$ cat src/rtl/core/pba_pkg.sv
package pba_pkg;

  localparam int unsigned ReqW    = 16;
  localparam int unsigned StatusW = 2;
  localparam int unsigned PageIdW = 6;

  localparam logic [15:0] PageSizeReset = 16'd4096;

  typedef enum logic [StatusW-1:0] {
    ST_GRANTED      = 2'd0,
    ST_INVALID_SIZE = 2'd1,
    ST_OUT_OF_PAGES = 2'd2
  } status_e;

  typedef enum logic [5:0] {
    S_IDLE    = 6'b000001,
    S_SCAN    = 6'b000010,
    S_CHECK   = 6'b000100,
    S_ADV     = 6'b001000,
    S_ADV_CHK = 6'b010000,
    S_DONE    = 6'b100000
  } state_e;

endpackage

$ cat src/rtl/core/paged_bump_allocator_top.sv
// From accept to result valid: a rejected request goes straight to the result register;
// otherwise each open page compared takes a fill-level read and then a compare, a new page
// is opened if none fits, the not-full pointer then reads and checks each page it examines,
// and the result is registered. Out of pages follows the compares with no page opened.
// Throughput: one transaction in flight; the next is taken the cycle after its result
// enters the output register. Reset: asynchronous, active low; page 0 open and empty, 4096.
module paged_bump_allocator_top
  import pba_pkg::*;
#(
  parameter int unsigned MAX_PAGES = 64
) (
  input  logic        clk_i,
  input  logic        rst_ni,
  // configuration: bytes per page
  input  logic        cfg_wr_en_i,
  input  logic [15:0] cfg_wr_data_i,
  // request stream
  input  logic        s_axis_tvalid_i,
  output logic        s_axis_tready_o,
  input  logic [15:0] s_axis_tdata_i,   // [15:0] request_bytes
  // result stream
  output logic        m_axis_tvalid_o,
  input  logic        m_axis_tready_i,
  output logic [23:0] m_axis_tdata_o    // [1:0] status, [7:2] page_index, [23:8] byte_offset
);

  // AW indexes the fill-level memory, CW counts pages up to MAX_PAGES itself.
  localparam int unsigned AW = (MAX_PAGES > 1) ? $clog2(MAX_PAGES) : 1;
  localparam int unsigned CW = $clog2(MAX_PAGES + 1);
  localparam logic [CW-1:0] MaxPagesC = CW'(MAX_PAGES);

  state_e state_q, state_d;

  logic [15:0]   page_len_q;
  logic [CW-1:0] pages_in_use_q, pages_in_use_d;
  logic [CW-1:0] first_unfull_q, first_unfull_d;
  logic [CW-1:0] page_q, page_d;
  logic [15:0]   req_q, req_d;

  // Page 0 is open from reset but never written until its first grant:
  // read it as empty until then. Every other page is written when opened.
  logic page0_wr_q, page0_wr_d;

  // Working copy of the answer while the transaction is processed.
  status_e       wk_status_q, wk_status_d;
  logic [5:0]    wk_page_q, wk_page_d;
  logic [15:0]   wk_off_q, wk_off_d;

  // Result register parts the block from the output side.
  logic          out_valid_q, out_valid_d;
  status_e       res_status_q, res_status_d;
  logic [5:0]    res_page_q, res_page_d;
  logic [15:0]   res_off_q, res_off_d;

  // Fill-level memory: one write port, one registered read port.
  logic [15:0]   fill_mem [MAX_PAGES];
  logic          mem_we;
  logic [AW-1:0] mem_wa;
  logic [15:0]   mem_wd;
  logic          mem_re;
  logic [AW-1:0] mem_ra;
  logic [15:0]   rd_data_q;
  logic          rd_zero_q;

  logic [15:0]   fill_rd;
  logic [15:0]   room;
  logic          in_xfer;

  assign in_xfer         = s_axis_tvalid_i && s_axis_tready_o;
  assign s_axis_tready_o = (state_q == S_IDLE);
  assign m_axis_tvalid_o = out_valid_q;
  assign m_axis_tdata_o  = {res_off_q, res_page_q, res_status_q};

  // Free room in the page just read; saturates at zero when the page size
  // was lowered below the fill level.
  assign fill_rd = rd_zero_q ? 16'd0 : rd_data_q;
  assign room    = (fill_rd >= page_len_q) ? 16'd0 : (page_len_q - fill_rd);

  always_ff @(posedge clk_i) begin
    if (mem_we) begin
      fill_mem[mem_wa] <= mem_wd;
    end
    if (mem_re) begin
      rd_data_q <= fill_mem[mem_ra];
      rd_zero_q <= (mem_ra == '0) && !page0_wr_q;
    end
  end

  always_comb begin
    state_d        = state_q;
    pages_in_use_d = pages_in_use_q;
    first_unfull_d = first_unfull_q;
    page_d         = page_q;
    req_d          = req_q;
    page0_wr_d     = page0_wr_q;
    wk_status_d    = wk_status_q;
    wk_page_d      = wk_page_q;
    wk_off_d       = wk_off_q;
    out_valid_d    = out_valid_q;
    res_status_d   = res_status_q;
    res_page_d     = res_page_q;
    res_off_d      = res_off_q;
    mem_we         = 1'b0;
    mem_wa         = page_q[AW-1:0];
    mem_wd         = '0;
    mem_re         = 1'b0;
    mem_ra         = page_q[AW-1:0];

    // Drop the result once the output side takes it.
    if (out_valid_q && m_axis_tready_i) begin
      out_valid_d = 1'b0;
    end

    unique case (state_q)
      S_IDLE: begin
        if (in_xfer) begin
          req_d  = s_axis_tdata_i;
          page_d = first_unfull_q;
          if (s_axis_tdata_i == '0 || s_axis_tdata_i > page_len_q) begin
            wk_status_d = ST_INVALID_SIZE;
            wk_page_d   = '0;
            wk_off_d    = '0;
            state_d     = S_DONE;
          end else begin
            state_d = S_SCAN;
          end
        end
      end

      S_SCAN: begin
        if (page_q >= pages_in_use_q) begin
          // No open page fits: open a new one or fail.
          if (pages_in_use_q >= MaxPagesC) begin
            wk_status_d = ST_OUT_OF_PAGES;
            wk_page_d   = '0;
            wk_off_d    = '0;
            state_d     = S_DONE;
          end else begin
            mem_we         = 1'b1;
            mem_wa         = pages_in_use_q[AW-1:0];
            mem_wd         = req_q;
            if (pages_in_use_q == '0) begin
              page0_wr_d = 1'b1;
            end
            pages_in_use_d = pages_in_use_q + 1'b1;
            wk_status_d    = ST_GRANTED;
            wk_page_d      = 6'(pages_in_use_q);
            wk_off_d       = '0;
            state_d        = S_ADV;
          end
        end else begin
          mem_re  = 1'b1;
          state_d = S_CHECK;
        end
      end

      S_CHECK: begin
        if (room >= req_q) begin
          mem_we       = 1'b1;
          mem_wd       = fill_rd + req_q;
          if (page_q == '0) begin
            page0_wr_d = 1'b1;
          end
          wk_status_d = ST_GRANTED;
          wk_page_d   = 6'(page_q);
          wk_off_d    = fill_rd;
          state_d     = S_ADV;
        end else begin
          page_d  = page_q + 1'b1;
          state_d = S_SCAN;
        end
      end

      S_ADV: begin
        // Move the not-full pointer past full pages; the write above has
        // already landed, so the read sees the new fill level.
        if (first_unfull_q >= pages_in_use_q) begin
          state_d = S_DONE;
        end else begin
          mem_re  = 1'b1;
          mem_ra  = first_unfull_q[AW-1:0];
          state_d = S_ADV_CHK;
        end
      end

      S_ADV_CHK: begin
        if (room == '0) begin
          first_unfull_d = first_unfull_q + 1'b1;
          state_d        = S_ADV;
        end else begin
          state_d = S_DONE;
        end
      end

      S_DONE: begin
        // Hold until the result register is free, then load it.
        if (!out_valid_d) begin
          out_valid_d  = 1'b1;
          res_status_d = wk_status_q;
          res_page_d   = wk_page_q;
          res_off_d    = wk_off_q;
          state_d      = S_IDLE;
        end
      end

      default: state_d = S_IDLE;
    endcase
  end

  always_ff @(posedge clk_i or negedge rst_ni) begin
    if (!rst_ni) begin
      state_q        <= S_IDLE;
      page_len_q     <= PageSizeReset;
      pages_in_use_q <= CW'(1);
      first_unfull_q <= '0;
      page0_wr_q     <= 1'b0;
      out_valid_q    <= 1'b0;
    end else begin
      state_q        <= state_d;
      pages_in_use_q <= pages_in_use_d;
      first_unfull_q <= first_unfull_d;
      page0_wr_q     <= page0_wr_d;
      out_valid_q    <= out_valid_d;
      if (cfg_wr_en_i) begin
        page_len_q <= cfg_wr_data_i;
      end
    end
  end

  always_ff @(posedge clk_i) begin
    page_q       <= page_d;
    req_q        <= req_d;
    wk_status_q  <= wk_status_d;
    wk_page_q    <= wk_page_d;
    wk_off_q     <= wk_off_d;
    res_status_q <= res_status_d;
    res_page_q   <= res_page_d;
    res_off_q    <= res_off_d;
  end

endmodule

$ cat config.mk
export PLATFORM = sky130hd
export DESIGN_NAME = paged_bump_allocator_top
export DESIGN_NICKNAME = d
export VERILOG_FILES = /design/src/rtl/core/pba_pkg.sv /design/src/rtl/core/paged_bump_allocator_top.sv
export SDC_FILE = /design/constraint.sdc
export NUM_CORES = 2
export LEC_CHECK = 0
export BUFFER_PORTS_ARGS = -buffer_cell sky130_fd_sc_hd__buf_4
export CAP_MARGIN = 10
export CORE_UTILIZATION = 57
export DETAILED_ROUTE_END_ITERATION = 8
export PLACE_DENSITY = 0.86
export SYNTH_ARGS = -nofsm -noshare
export SYNTH_HDL_FRONTEND = slang
export SYNTH_SLANG_ARGS = --single-unit
$ cat constraint.sdc
create_clock -name clk_i -period 6.6 [get_ports clk_i]
set_clock_uncertainty 0.1 [all_clocks]
set_input_delay 0.33 -clock clk_i [delete_from_list [all_inputs] [get_ports clk_i]]
set_output_delay 0.33 -clock clk_i [all_outputs]
set_load 0.01 [all_outputs]
==> metrics <==
ANT nets after route 0; synth top area cells edfxtp_1 (70%), mux4_2 (6.0%), nand2_1 (2.6%); final worst path period share 0.964; post-route setup slack 0.240 ns; area of the multi-input gates 0.0126 mm^2; PD cells 343 mW/mm^2; Setup TNS Final 0 ns; Synth Instances 3036; Filler cells 4914; gr usage total 0.325; most frequent cell after synthesis edfxtp_1; CTS buffer count 105; Fin. Hold Viols 0; routability cong. 1.01; ratio of cells with drive above 1 in the final layout 0.176; fin area 0.0544 mm^2; Worst Setup End Kind flip-flop; synth cell count leaders edfxtp_1 (1112), nand2_1 (334), nor2_1 (136); Fmax achieved 157 MHz; vias in the first global route 30200; Vias/cell 7.02; I/O pins 63; slowest library cell on the worst path o22ai_2; total power 18.7 mW; via count 31000; Max-Cap Viols 0; first-pass GRT wire length 201000 um; deepest level of the CTS H-tree 3; slew margin rel. 0.0919; Setup WS pre-CTS 0.384 ns; DRC Markers 0; Cells after DPL 4152; width of the die 292 um; synthesized flop and latch total 1150; cell type with the largest total area after synthesis edfxtp_1; Slew Limit Fails 0; DP HPWL 80400 um; total core area 0.0826 mm^2; Non-Filler Instances 4408; Post-Syn Nets 3157; post-synthesis async set-or-reset flop share 0.0330; register area 0.0343 mm^2; largest net degree at the start of global routing 129; CTS root buffer clkbuf_16; total wire length 140000 um; Most Frequent Cell on Critical Path a21o_1; CTS sink cnt 1150; critical path type flip-flop to flip-flop; Row Count 105; Area after DPL 0.0505 mm^2; Reg clk slew, reported paths 0.06 ns; post-synthesis instance area 0.0479 mm^2; Hold Path Class input port to asynchronous set/reset pin; Synth warnings 0; Main synth FF type edfxtp_1; Finish-stage setup viols 0; layout net count 3375; clk_lat worst skew 0.71 ns; area fraction of the dominant cell type after synthesis 0.697; Layout area overhead 13.6%; Largest stage delay, worst path 1.08 ns; number of flops mapped to enable cells by yosys 1112; VDD IR max 0.300 mV; port bufs 62; DRT Pass-1 Iters 9; Max FO, Critical Path 16; Die ar. 0.0852 mm^2; P_leak 19.3 nW; initial antenna violation count 11; CP Launch Type flip-flop; Seq/Total Area, Yosys 0.717; Synth cell types 83; TritonCTS clock tree yes; syn avg cell area 15.8 um^2; RSZ-0062 raised after global routing no; Final Util 0.658; Die H 292 um; overflow left after global routing 0; Largest delay share family, worst path compound AO/OA/AOI/OAI gates; crit path time final 6.36 ns; WL per Instance 31.7 um; DR iter-0 viols 5390; CP Cell Sequence nor2b_1 > ha_1 > inv_1 > fa_1 > a21o_1 > a22oi_1 > a21o_1 > o21ai_0 > a21oi_1 > a21o_1 > buf_4 > nor2_1 > ha_1 > o21a_1 > o21ai_0 > nor3_1 > a21oi_1 > a21oi_2 > o22ai_2 > nor2_1 > buf_4; CP bufs+invs 3; Worst EP arrival 6.70 ns; status finished, final reports clean; CP Data Required Time 6.94 ns; CTS Buffer Depth 3; Initial Util 0.579; Least-Margin Pin Slew 1.36 ns; Fin Hold WS 0.0554 ns
==> routing by layer <==
metal | vias to the layer above | part of all wire | track usage
met5 | - | 0.00074 | 0.00113
met4 | 16 | 0.081 | 0.217
met2 | 2891 | 0.45 | 0.499
met3 | 680 | 0.14 | 0.0878
met1 | 14900 | 0.32 | 0.409
li1 | 12400 | - | -
==> power breakdown <==
part	switching [mW]	internal, mW	total [mW]
sequential	0.186	8.33	8.52
combinational	2.87	1.46	4.33
clock	2.70	3.12	5.82
==> cells by family (layout without fill, tap and decap cells) <==
kind of cell,count (synthesis),in the layout,share of synthesized area
adders and majority gates,84,84,0.0223
buffers and inverters,239,538,0.0230
xor gates and xnor gates,36,36,0.00659
AOI/OAI and AO/OA,497,497,0.0742
DFF,1150,1150,0.717
other,0,3,0
muxes,172,172,0.0697
and+or+nand+nor,858,858,0.0869
==> area by class of cell <==
class,count,share of cell area
timing repair buffer,278,0.0472
tap,1070,0.0246
antenna,3,0.000138
clock buffer,130,0.0506
multi-input combinational,1647,0.232
sequential,1150,0.632
clock inverter,58,0.00863
inverter,72,0.00497
==> cell usage in the layout, fill, tap and decap left out, types with 37 or more instances in the layout <==
cell type      Yosys  final
a211oi_1         106    106
nand2_1          334    333
a31oi_1           57     57
o21ai_0           78     76
mux4_2           128    128
nor2_1           136    134
dlygate4sd3_1      0     64
and3_1           108    108
mux2i_1           39     38
a21oi_1           40     37
clkbuf_16          0    105
nor4_1            46     45
nand3_1           87     86
ha_1              82     82
buf_4             10    189
edfxtp_1        1112   1112
inv_1             71     71
a31o_2            40     40
==> registers in the layout, summed over array words and instances (netlist names) <==
name	flops
pages_in_use_q	7
state_q	6
wk_off_q	16
fill_mem	1024
res_page_q	6
first_unfull_q	7
wk_status_q	2
rd_zero_q	1
rd_data_q	16
page_q	7
m_axis_tvalid_o	1
res_off_q	16
page0_wr_q	1
req_q	16
res_status_q	2
wk_page_q	6
page_len_q	16
==> repair_timing <==
item                                   4_1_cts  5_1_grt
setup endpoints to repair                    0      400
hold buffers                                64        0
setup buffers                                0        0
endpoints found under the hold margin       71        0
gates resized for setup                      0        3
==> worst paths after layout <==
path,to,cells past startpoint,from,slack [ns]
setup reg to reg,fill_mem[10][1],21,rd_zero_q,0.24
hold / removal,m_axis_tvalid_o,2,rst_ni,0.06
hold reg to reg,res_page_q[1],0,wk_page_q[1],0.31
min in group clk_i,page_len_q[5],2,cfg_wr_en_i,0.06
max in group asynchronous,pages_in_use_q[0],2,rst_ni,5.96
setup / recovery,fill_mem[10][1],21,rd_zero_q,0.24
No activity file was read; power rests on OpenSTA's default activity.
